==> src/rtl/dht_pkg.sv <==
// Types and constants shared by the double hash table modules
package dht_pkg;

	localparam int KEY_W    = 31;
	localparam int VAL_W    = 32;
	localparam int SLOT_W   = 7;
	localparam int HOME_W   = 7;
	localparam int STEP_LSB = 6;
	localparam int STEP_W   = 6;

	typedef enum logic [1:0] {
		FUNC_INSERT = 2'd0,
		FUNC_LOOKUP = 2'd1,
		FUNC_ERASE  = 2'd2
	} func_t;

	typedef enum logic [1:0] {
		ST_DONE    = 2'd0,
		ST_FULL    = 2'd1,
		ST_MISSING = 2'd2
	} status_t;

	typedef struct packed {
		func_t              func;
		logic [KEY_W-1:0]   item_key;
		logic [VAL_W-1:0]   item_value;
	} req_t;

	typedef struct packed {
		status_t            status;
		logic [SLOT_W-1:0]  slot;
		logic [VAL_W-1:0]   found_value;
	} rsp_t;

	typedef struct packed {
		logic               used;
		logic [KEY_W-1:0]   key;
		logic [VAL_W-1:0]   value;
	} entry_t;

	typedef enum logic [2:0] {
		S_CLEAR,
		S_IDLE,
		S_PROBE,
		S_WRITE,
		S_DONE
	} seq_state_t;

endpackage

==> src/rtl/dht_seq.sv <==
// Probe sequencer: clearing pass, pipelined probe reads, write-back and result hold
module dht_seq #(
	parameter int SLOTS = 128,
	parameter int AW    = $clog2(SLOTS)
) (
	input  logic            clk,
	input  logic            arst_n,
	input  logic            req_valid,
	output logic            req_stall,
	input  dht_pkg::req_t   req,
	output logic            res_valid,
	output dht_pkg::rsp_t   res,
	input  logic            res_take,
	output logic            rd_en,
	output logic [AW-1:0]   rd_addr,
	input  dht_pkg::entry_t rd_data,
	output logic            wr_en,
	output logic [AW-1:0]   wr_addr,
	output dht_pkg::entry_t wr_data
);
	import dht_pkg::*;

	localparam int          CW      = $clog2(SLOTS + 1);
	localparam logic [AW:0] SLOTS_X = (AW + 1)'(SLOTS);

	seq_state_t        state_q, state_d;
	logic [AW-1:0]     clr_q;
	logic              iss_q;
	logic              chk_s1;
	logic [AW-1:0]     chk_pos_s1;
	logic              chk_last_s1;

	func_t             func_q;
	logic [KEY_W-1:0]  key_q;
	logic [VAL_W-1:0]  value_q;
	logic [AW-1:0]     step_q;
	logic [AW-1:0]     pos_q;
	logic [CW-1:0]     n_q;

	status_t           status_q;
	logic [AW-1:0]     slot_q;
	logic [VAL_W-1:0]  found_q;
	entry_t            wr_entry_q;

	logic              accept;
	logic              issue;
	logic              last_issue;
	logic [AW-1:0]     home;
	logic [AW-1:0]     step_in;
	logic [AW:0]       sum;
	logic [AW-1:0]     pos_nxt;
	logic              hit;
	logic              chk_hit;
	logic              chk_end;

	assign accept     = (state_q == S_IDLE) && req_valid;
	assign issue      = (state_q == S_PROBE) && iss_q;
	assign last_issue = (n_q == CW'(SLOTS));
	assign home       = AW'(req.item_key[HOME_W-1:0]);
	assign step_in    = AW'({req.item_key[STEP_LSB+STEP_W-1:STEP_LSB+1], 1'b1});

	// step never exceeds the table size, so one conditional subtract wraps it
	assign sum     = {1'b0, pos_q} + {1'b0, step_q};
	assign pos_nxt = (sum >= SLOTS_X) ? AW'(sum - SLOTS_X) : AW'(sum);

	always_comb begin
		case (func_q)
			FUNC_INSERT: hit = !rd_data.used;
			default:     hit = rd_data.used && (rd_data.key == key_q);
		endcase
	end

	assign chk_hit = (state_q == S_PROBE) && chk_s1 && hit;
	assign chk_end = (state_q == S_PROBE) && chk_s1 && !hit && chk_last_s1;

	// next state
	always_comb begin
		state_d = state_q;
		case (state_q)
			S_CLEAR: begin
				if (clr_q == AW'(SLOTS - 1)) begin
					state_d = S_IDLE;
				end
			end
			S_IDLE: begin
				if (req_valid) begin
					case (req.func)
						FUNC_INSERT, FUNC_LOOKUP, FUNC_ERASE: state_d = S_PROBE;
						default:                              state_d = S_DONE;
					endcase
				end
			end
			S_PROBE: begin
				if (chk_hit) begin
					state_d = (func_q == FUNC_LOOKUP) ? S_DONE : S_WRITE;
				end else if (chk_end) begin
					state_d = S_DONE;
				end
			end
			S_WRITE: state_d = S_DONE;
			S_DONE: begin
				if (res_take) begin
					state_d = S_IDLE;
				end
			end
			default: state_d = S_IDLE;
		endcase
	end

	// outputs
	always_comb begin
		req_stall = 1'b1;
		res_valid = 1'b0;
		rd_en     = issue;
		rd_addr   = pos_q;
		wr_en     = 1'b0;
		wr_addr   = slot_q;
		wr_data   = wr_entry_q;
		case (state_q)
			S_CLEAR: begin
				wr_en   = 1'b1;
				wr_addr = clr_q;
				wr_data = '0;
			end
			S_IDLE:  req_stall = 1'b0;
			S_PROBE: ;
			S_WRITE: wr_en = 1'b1;
			S_DONE:  res_valid = 1'b1;
			default: ;
		endcase
	end

	assign res = '{status: status_q, slot: slot_q[SLOT_W-1:0], found_value: found_q};

	always_ff @(posedge clk or negedge arst_n) begin
		if (!arst_n) begin
			state_q <= S_CLEAR;
			clr_q   <= '0;
			iss_q   <= 1'b0;
			chk_s1  <= 1'b0;
		end else begin
			state_q <= state_d;
			chk_s1  <= issue;
			if (state_q == S_CLEAR) begin
				clr_q <= clr_q + 1'b1;
			end
			if (accept) begin
				iss_q <= 1'b1;
			end else if (issue && last_issue) begin
				iss_q <= 1'b0;
			end
		end
	end

	always_ff @(posedge clk) begin
		if (accept) begin
			func_q  <= req.func;
			key_q   <= req.item_key;
			value_q <= req.item_value;
			step_q  <= step_in;
			pos_q   <= home;
			n_q     <= '0;
			// unused operation code answers at once
			status_q <= ST_MISSING;
			slot_q   <= '0;
			found_q  <= '0;
		end
		if (issue) begin
			pos_q       <= pos_nxt;
			n_q         <= n_q + 1'b1;
			chk_pos_s1  <= pos_q;
			chk_last_s1 <= last_issue;
		end
		if (chk_hit) begin
			status_q <= ST_DONE;
			slot_q   <= chk_pos_s1;
			found_q  <= (func_q == FUNC_LOOKUP) ? rd_data.value : '0;
			if (func_q == FUNC_INSERT) begin
				wr_entry_q <= '{used: 1'b1, key: key_q, value: value_q};
			end else begin
				wr_entry_q <= '{used: 1'b0, key: rd_data.key, value: rd_data.value};
			end
		end else if (chk_end) begin
			status_q <= (func_q == FUNC_INSERT) ? ST_FULL : ST_MISSING;
			slot_q   <= '0;
			found_q  <= '0;
		end
	end

endmodule

==> config.mk <==
export PLATFORM = sky130hd
export DESIGN_NAME = dht_seq
export DESIGN_NICKNAME = d
export VERILOG_FILES = /design/src/rtl/dht_pkg.sv /design/src/rtl/dht_seq.sv
export SDC_FILE = /design/constraint.sdc
export NUM_CORES = 1
export LEC_CHECK = 0
export BUFFER_PORTS_ARGS = -buffer_cell sky130_fd_sc_hd__buf_2
export CAP_MARGIN = 20
export CORE_UTILIZATION = 56
export DETAILED_ROUTE_END_ITERATION = 8
export GPL_ROUTABILITY_DRIVEN = 0
export PLACE_DENSITY = 0.85
export SETUP_SLACK_MARGIN = 0.1
export SYNTH_ARGS = -nofsm -noshare
export SYNTH_HDL_FRONTEND = slang
export SYNTH_SLANG_ARGS = --single-unit
==> constraint.sdc <==
create_clock -name clk -period 7.45 [get_ports clk]
set_input_delay 0.3725 -clock clk [delete_from_list [all_inputs] [get_ports clk]]
set_output_delay 0.3725 -clock clk [all_outputs]
set_load 0.01 [all_outputs]
Yosys cells after proc, flatten, opt, wreduce, memory -nomap -nowiden --
Index checks and enable logic that the tools add are counted.
Storage, ports and cells: register bits 210, bits in latches 0, memory bits (writable) 0, ROM bits 0, bits of input ports 133, output and inout bits 123, word-level logic and storage cells 89, memories 0
Cells by class: add/sub/neg operators 4, multipliers 0, div/mod/pow operators 0, order comparisons 1, equality and inequality tests 14, shift operators 0, mux-type cells 32, bitwise gates (word level) 0, reduce and logical (&&, ||, !) cells 20
Operator list (number):
- $mux W32 | 4
- $mux W64 | 2
- $mux W7 | 7
- $eq A31 B31 Y1 | 1
- $mux W3 | 7
- $mux W8 | 2
- $pmux W3 S5 | 1
- $add A7 B6 Y8 | 1
- $add A8 B1 Y8 const B | 1
- $eq A8 B8 Y1 const B | 1
- $ge A8 B8 Y1 const B | 1
- $logic_and A1 B1 Y1 | 8
- $add A7 B1 Y7 const B | 1
- $eq A7 B7 Y1 const B | 1
- $sub A7 B1 Y7 const B | 1
- $eq A3 B2 Y1 const B | 2
- $mux W1 | 6
- $mux W2 | 3
- $ne A2 B2 Y1 const B | 3
- $reduce_bool A2 Y1 | 3
- $eq A2 B1 Y1 const B | 2
- $logic_not A2 Y1 | 2
- $reduce_and A4 Y1 | 1
- $eq A3 B1 Y1 const B | 1
- 8 further kinds | 9

Depth between registers and ports, before layout --
depth in word-level cells 9, gate-level depth with buffers 8

Worst setup path after synthesis --
No wires, ideal clock.
kind register -> register, start register key_q[7], end register wr_entry_q[0] (netlist bit), enable pin, setup time 0.495 ns, data arrival time 4.079 ns, required time 6.955 ns, path slack 2.876 ns, cell stages (with the launch flop) 6, path buffers 0, cell sequence edfxtp_1 xnor2_1 nand4_1 nor4_2 a31oi_4 nor2_1
Between the ends: cells in the longest elaborated chain, start to end 4
Ends and longest elaborated chain:
- from (decl) | line dht_seq.sv:34 | logic [KEY_W-1:0] key_q;
- from (signal assigned) | line dht_seq.sv:158 | key_q <= req.item_key;
- $eq A31 B31 Y1 | line dht_seq.sv:69 | default: hit = rd_data.used && (rd_data.key == key_q);
- $logic_and A1 B1 Y1 | line dht_seq.sv:69
- $mux W1 | line dht_seq.sv:67 | case (func_q)
- $logic_and A1 B1 Y1 | line dht_seq.sv:73 | assign chk_hit = (state_q == S_PROBE) && chk_s1 && hit;
- net chk_hit | line dht_seq.sv:53 | logic chk_hit;
- to (signal assigned) | line dht_seq.sv:179 | wr_entry_q <= '{used: 1'b1, key: key_q, value: value_q};
- to (signal assigned) | line dht_seq.sv:181 | wr_entry_q <= '{used: 1'b0, key: rd_data.key, value: rd_data.value};
- to (decl) | line dht_seq.sv:43 | entry_t wr_entry_q;
The timed path passes the listed nets, and every way through them passes these cells. A chain may end at the register's enable or synchronous reset.

Worst setup path after layout --
start register state_q[1], end output rd_en
Between the ends: cells in the longest elaborated chain, start to end 2
Ends and longest elaborated chain:
- from (decl) | line dht_seq.sv:26 | seq_state_t state_q, state_d;
- from (signal assigned) | line dht_seq.sv:142 | state_q <= state_d;
- $eq A3 B2 Y1 | line dht_seq.sv:57 | assign issue = (state_q == S_PROBE) && iss_q;
- $logic_and A1 B1 Y1 | line dht_seq.sv:57
- to (decl) | line dht_seq.sv:14 | output logic rd_en,
No other way between the ends.

==> flow_summary.json <==
{
  "antenna_cells": 0,
  "worst_pin_slew_ps": 1045,
  "yosys.area_share.adder": 0.01355,
  "synthesis.area_sq_um": 8864,
  "p_leak_nw": 4.321,
  "io_pins": 256,
  "cts_root_buf": "clkbuf_16",
  "io_buffer_count": 255,
  "worstSetupPathType": "reg2out",
  "outcome": "finished clean",
  "synth_top_family_by_area": "simple AND/OR/NAND/NOR gates",
  "setup_viol": 0,
  "grt_pass1_wl_mm": 29.73,
  "ys_ff_latch": 205,
  "synthMuxAreaShare": 0.09006,
  "synth_cells": 584,
  "path_clk_slew_ps": 60,
  "clock.fmax_ghz": 0.2971,
  "cp-end-kind": "output port",
  "cts_resized": 0,
  "antenna_found_initial": 1,
  "design_area_sq_um": 11090,
  "avgRoutedWirePerCell_microns": 18.30,
  "placementRows": 45,
  "critPathSlowestCell": "nor3b_1",
  "numCtsBuffers": 23,
  "num_vias": 5691,
  "synth_xor_area_frac": 0.04644,
  "dp_hpwl_mm": 13.54,
  "postRouteWirelength_mm": 19.66,
  "clockBufferDepth": 3,
  "final.setup.tns_ps": 0,
  "synthSimpleGateAreaFrac": 0.1227,
  "num-fill-cells": 1020,
  "drcViolationCount": 0,
  "drtAntennaViolNets": 0,
  "clock_skew_ps": 13.08,
  "critPathArrivalTime_ps": 2990,
  "crit_required_ps": 7080,
  "grt_pass1_vias": 5819,
  "dieWidth_microns": 127.8,
  "grt_max_degree": 73,
  "dieHeight_microns": 127.8,
  "peakVddDrop_mv": 0.1770,
  "cts_tree": "done",
  "post_cts_buffers": 0,
  "path_cells": "nor3b_1 -> nand2_1 -> inv_1 -> buf_2",
  "h-tree-depth": 1,
  "drv_slew": 0,
  "fp.coreArea_sq_um": 15310,
  "maxSlewHeadroom": 0.3011,
  "fin_crit_sh": 0.4517,
  "hold_viol": 0,
  "max_cap_viol_count": 0,
  "cts_sinks": 205,
  "area_delta_synth_final_pct": 25.08,
  "synth_cell_type_count": 44,
  "period_minus_slack_ps": 3365,
  "clk_latency_ps": 480,
  "yosys_warnings": 0,
  "drtPass1Iterations": 4,
  "path_max_fanout": 24,
  "synth_compound_area_frac": 0.02329,
  "die-area_sq_um": 16340,
  "start_util": 0.5788,
  "power.density_nw_per_um2": 218.1,
  "overflow": 0,
  "detailed_place.area_sq_um": 10330,
  "hp-class": "in2reg",
  "start_kind": "flip-flop",
  "track_usage": 0.2384,
  "synthesis.nets": 726,
  "cpPeakStageDelay_ps": 620,
  "drtIter0Drc": 373,
  "syn_avg_cell_area_sq_um": 15.18,
  "final_layout_size_suffix_gt1_frac": 0.4554,
  "synth_seq_area_share": 0.6855,
  "detail_route.vias_per_cell": 5.299,
  "nNetsFinal": 989,
  "grt_setup_unrepaired": "no"
}
==> logic make-up after synthesis <==
| logic type | Yosys count |
|---|---|
| compound gates | 31 |
| flops | 205 |
| buf+inv | 35 |
| fa+ha+maj | 9 |
| simple gates | 186 |
| mux | 71 |
| xor+xnor | 47 |
==> through the flow <==
step | setup slack (ps) | std cells | hold slack (ps) | total power, W | util
finish | 4085 | 1074 | 60.03 | 0.002418 | 0.7239
global route | 3746 | 1074 | 42.02 | 0.002487 | 0.7239
CTS | 4089 | 1074 | 43.01 | 0.002440 | 0.7239
detailed placement | 4364 | 1032 | 277.3 | 0.001343 | 0.6748
global placement | 4490 | 1032 | 263.3 | 0.001340 | 0.6748
floorplan | 2876 | 584 | 76.91 | 0.001296 | -
==> repair_timing <==
item,in CTS,in global routing
endpoints found under the setup margin,0,0
hold endpoints to repair,12,0
hold buffers,1,0
==> worst paths after layout <==
kind	cells past startpoint	slack (ps)	end	startpoint
worst max-delay path	4	4080	rd_en	state_q[1]
worst min-delay path	1	60	value_q[7]	req[7]
worst max register to register	4	4420	found_q[24]	state_q[1]
worst min register to register	1	500	clr_q[6]	clr_q[6]
max in group asynchronous	2	6890	iss_q	arst_n
min in group asynchronous	2	310	clr_q[6]	arst_n
==> area by class of cell <==
cell class,count,area (sq um),share of cell area
clock buffers,27,590.6,0.05327
multi-input cells,344,2636,0.2378
inverters,12,45.04,0.004063
clock inverters,14,151.4,0.01366
well taps,211,264.0,0.02381
repair buffers,261,1324,0.1194
flip-flops and latches,205,6076,0.5480
==> synth_stat cells (all sizes together) <==
master / instances / area share
nor2b: 66 / 0.047
nand4: 8 / 0.0056
xor2: 17 / 0.017
a221o: 1 / 0.0011
mux2: 70 / 0.089
dfrtp: 12 / 0.034
or2b: 1 / 0.00099
and2: 40 / 0.031
a31oi: 2 / 0.0031
a211o: 1 / 0.00099
or2: 2 / 0.0017
o21ai: 11 / 0.0062
nor3: 2 / 0.0024
a221oi: 1 / 0.00099
nand3: 9 / 0.0051
a21boi: 1 / 0.00085
inv: 12 / 0.0051
dfxtp: 2 / 0.0045
mux2i: 1 / 0.0011
nand2: 23 / 0.0097
a21oi: 6 / 0.0034
nor3b: 2 / 0.0017
ha: 8 / 0.011
edfxtp: 191 / 0.65
o31ai: 1 / 0.00085
and3: 6 / 0.0044
a21o: 2 / 0.0017
o311ai: 1 / 0.00099
a211oi: 2 / 0.0017
buf: 11 / 0.0083
fa: 1 / 0.0023
clkbuf: 12 / 0.0051
xnor2: 30 / 0.030
nor2: 23 / 0.0097
nor4: 4 / 0.0035
o22ai: 2 / 0.0014
==> metal layers <==
metal  routed length [microns]  vias up  GRT usage
met4                       332        2    0.06159
li1                          -     2639          -
met3                      1610       30    0.06177
met1                      7859     2754     0.2920
met2                      9839      266     0.4207
met5                        13        -          0
==> placed cells by master, fill, tap and decap left out, types with 3 or more instances in the layout <==
cell type / instances
clkbuf_16: 23
nand4_1: 8
xor2_1: 17
clkbuf_1: 4
nor4_1: 3
buf_4: 5
o21ai_0: 11
mux2_2: 70
nor2_1: 22
and2_2: 21
nor2b_1: 66
and2_1: 19
and3_1: 5
clkinv_1: 6
clkinvlp_4: 3
edfxtp_1: 191
inv_1: 10
ha_1: 8
nand2_1: 23
a21oi_1: 6
dfrtp_1: 12
buf_2: 255
bufinv_16: 3
xnor2_1: 30
nand3_1: 9
==> critical path, delay by kind of cell (launching register included) <==
| family | cells | cell delay, ps |
|---|---|---|
| buffers and inverters | 2 | 700 |
| and+or+nand+nor | 2 | 1230 |
| DFF | 1 | 580 |
==> registers in the layout, indices dropped and copies added, names as in the netlist, 2 cells and up <==
| signal | flops |
|---|---|
| state_q | 3 |
| found_q | 32 |
| rd_addr | 7 |
| chk_pos_s1 | 7 |
| func_q | 2 |
| value_q | 32 |
| wr_entry_q | 64 |
| status_q | 2 |
| slot_q | 7 |
| clr_q | 7 |
| key_q | 31 |
| n_q | 8 |
==> where the power goes <==
group / internal (W) / total [W] / switching, W
combinational: 0.0000403 / 0.0000694 / 0.0000290
sequential: 0.00125 / 0.00125 / 0
clock: 0.000671 / 0.00110 / 0.000427
Power figures use the tool's default switching activity.
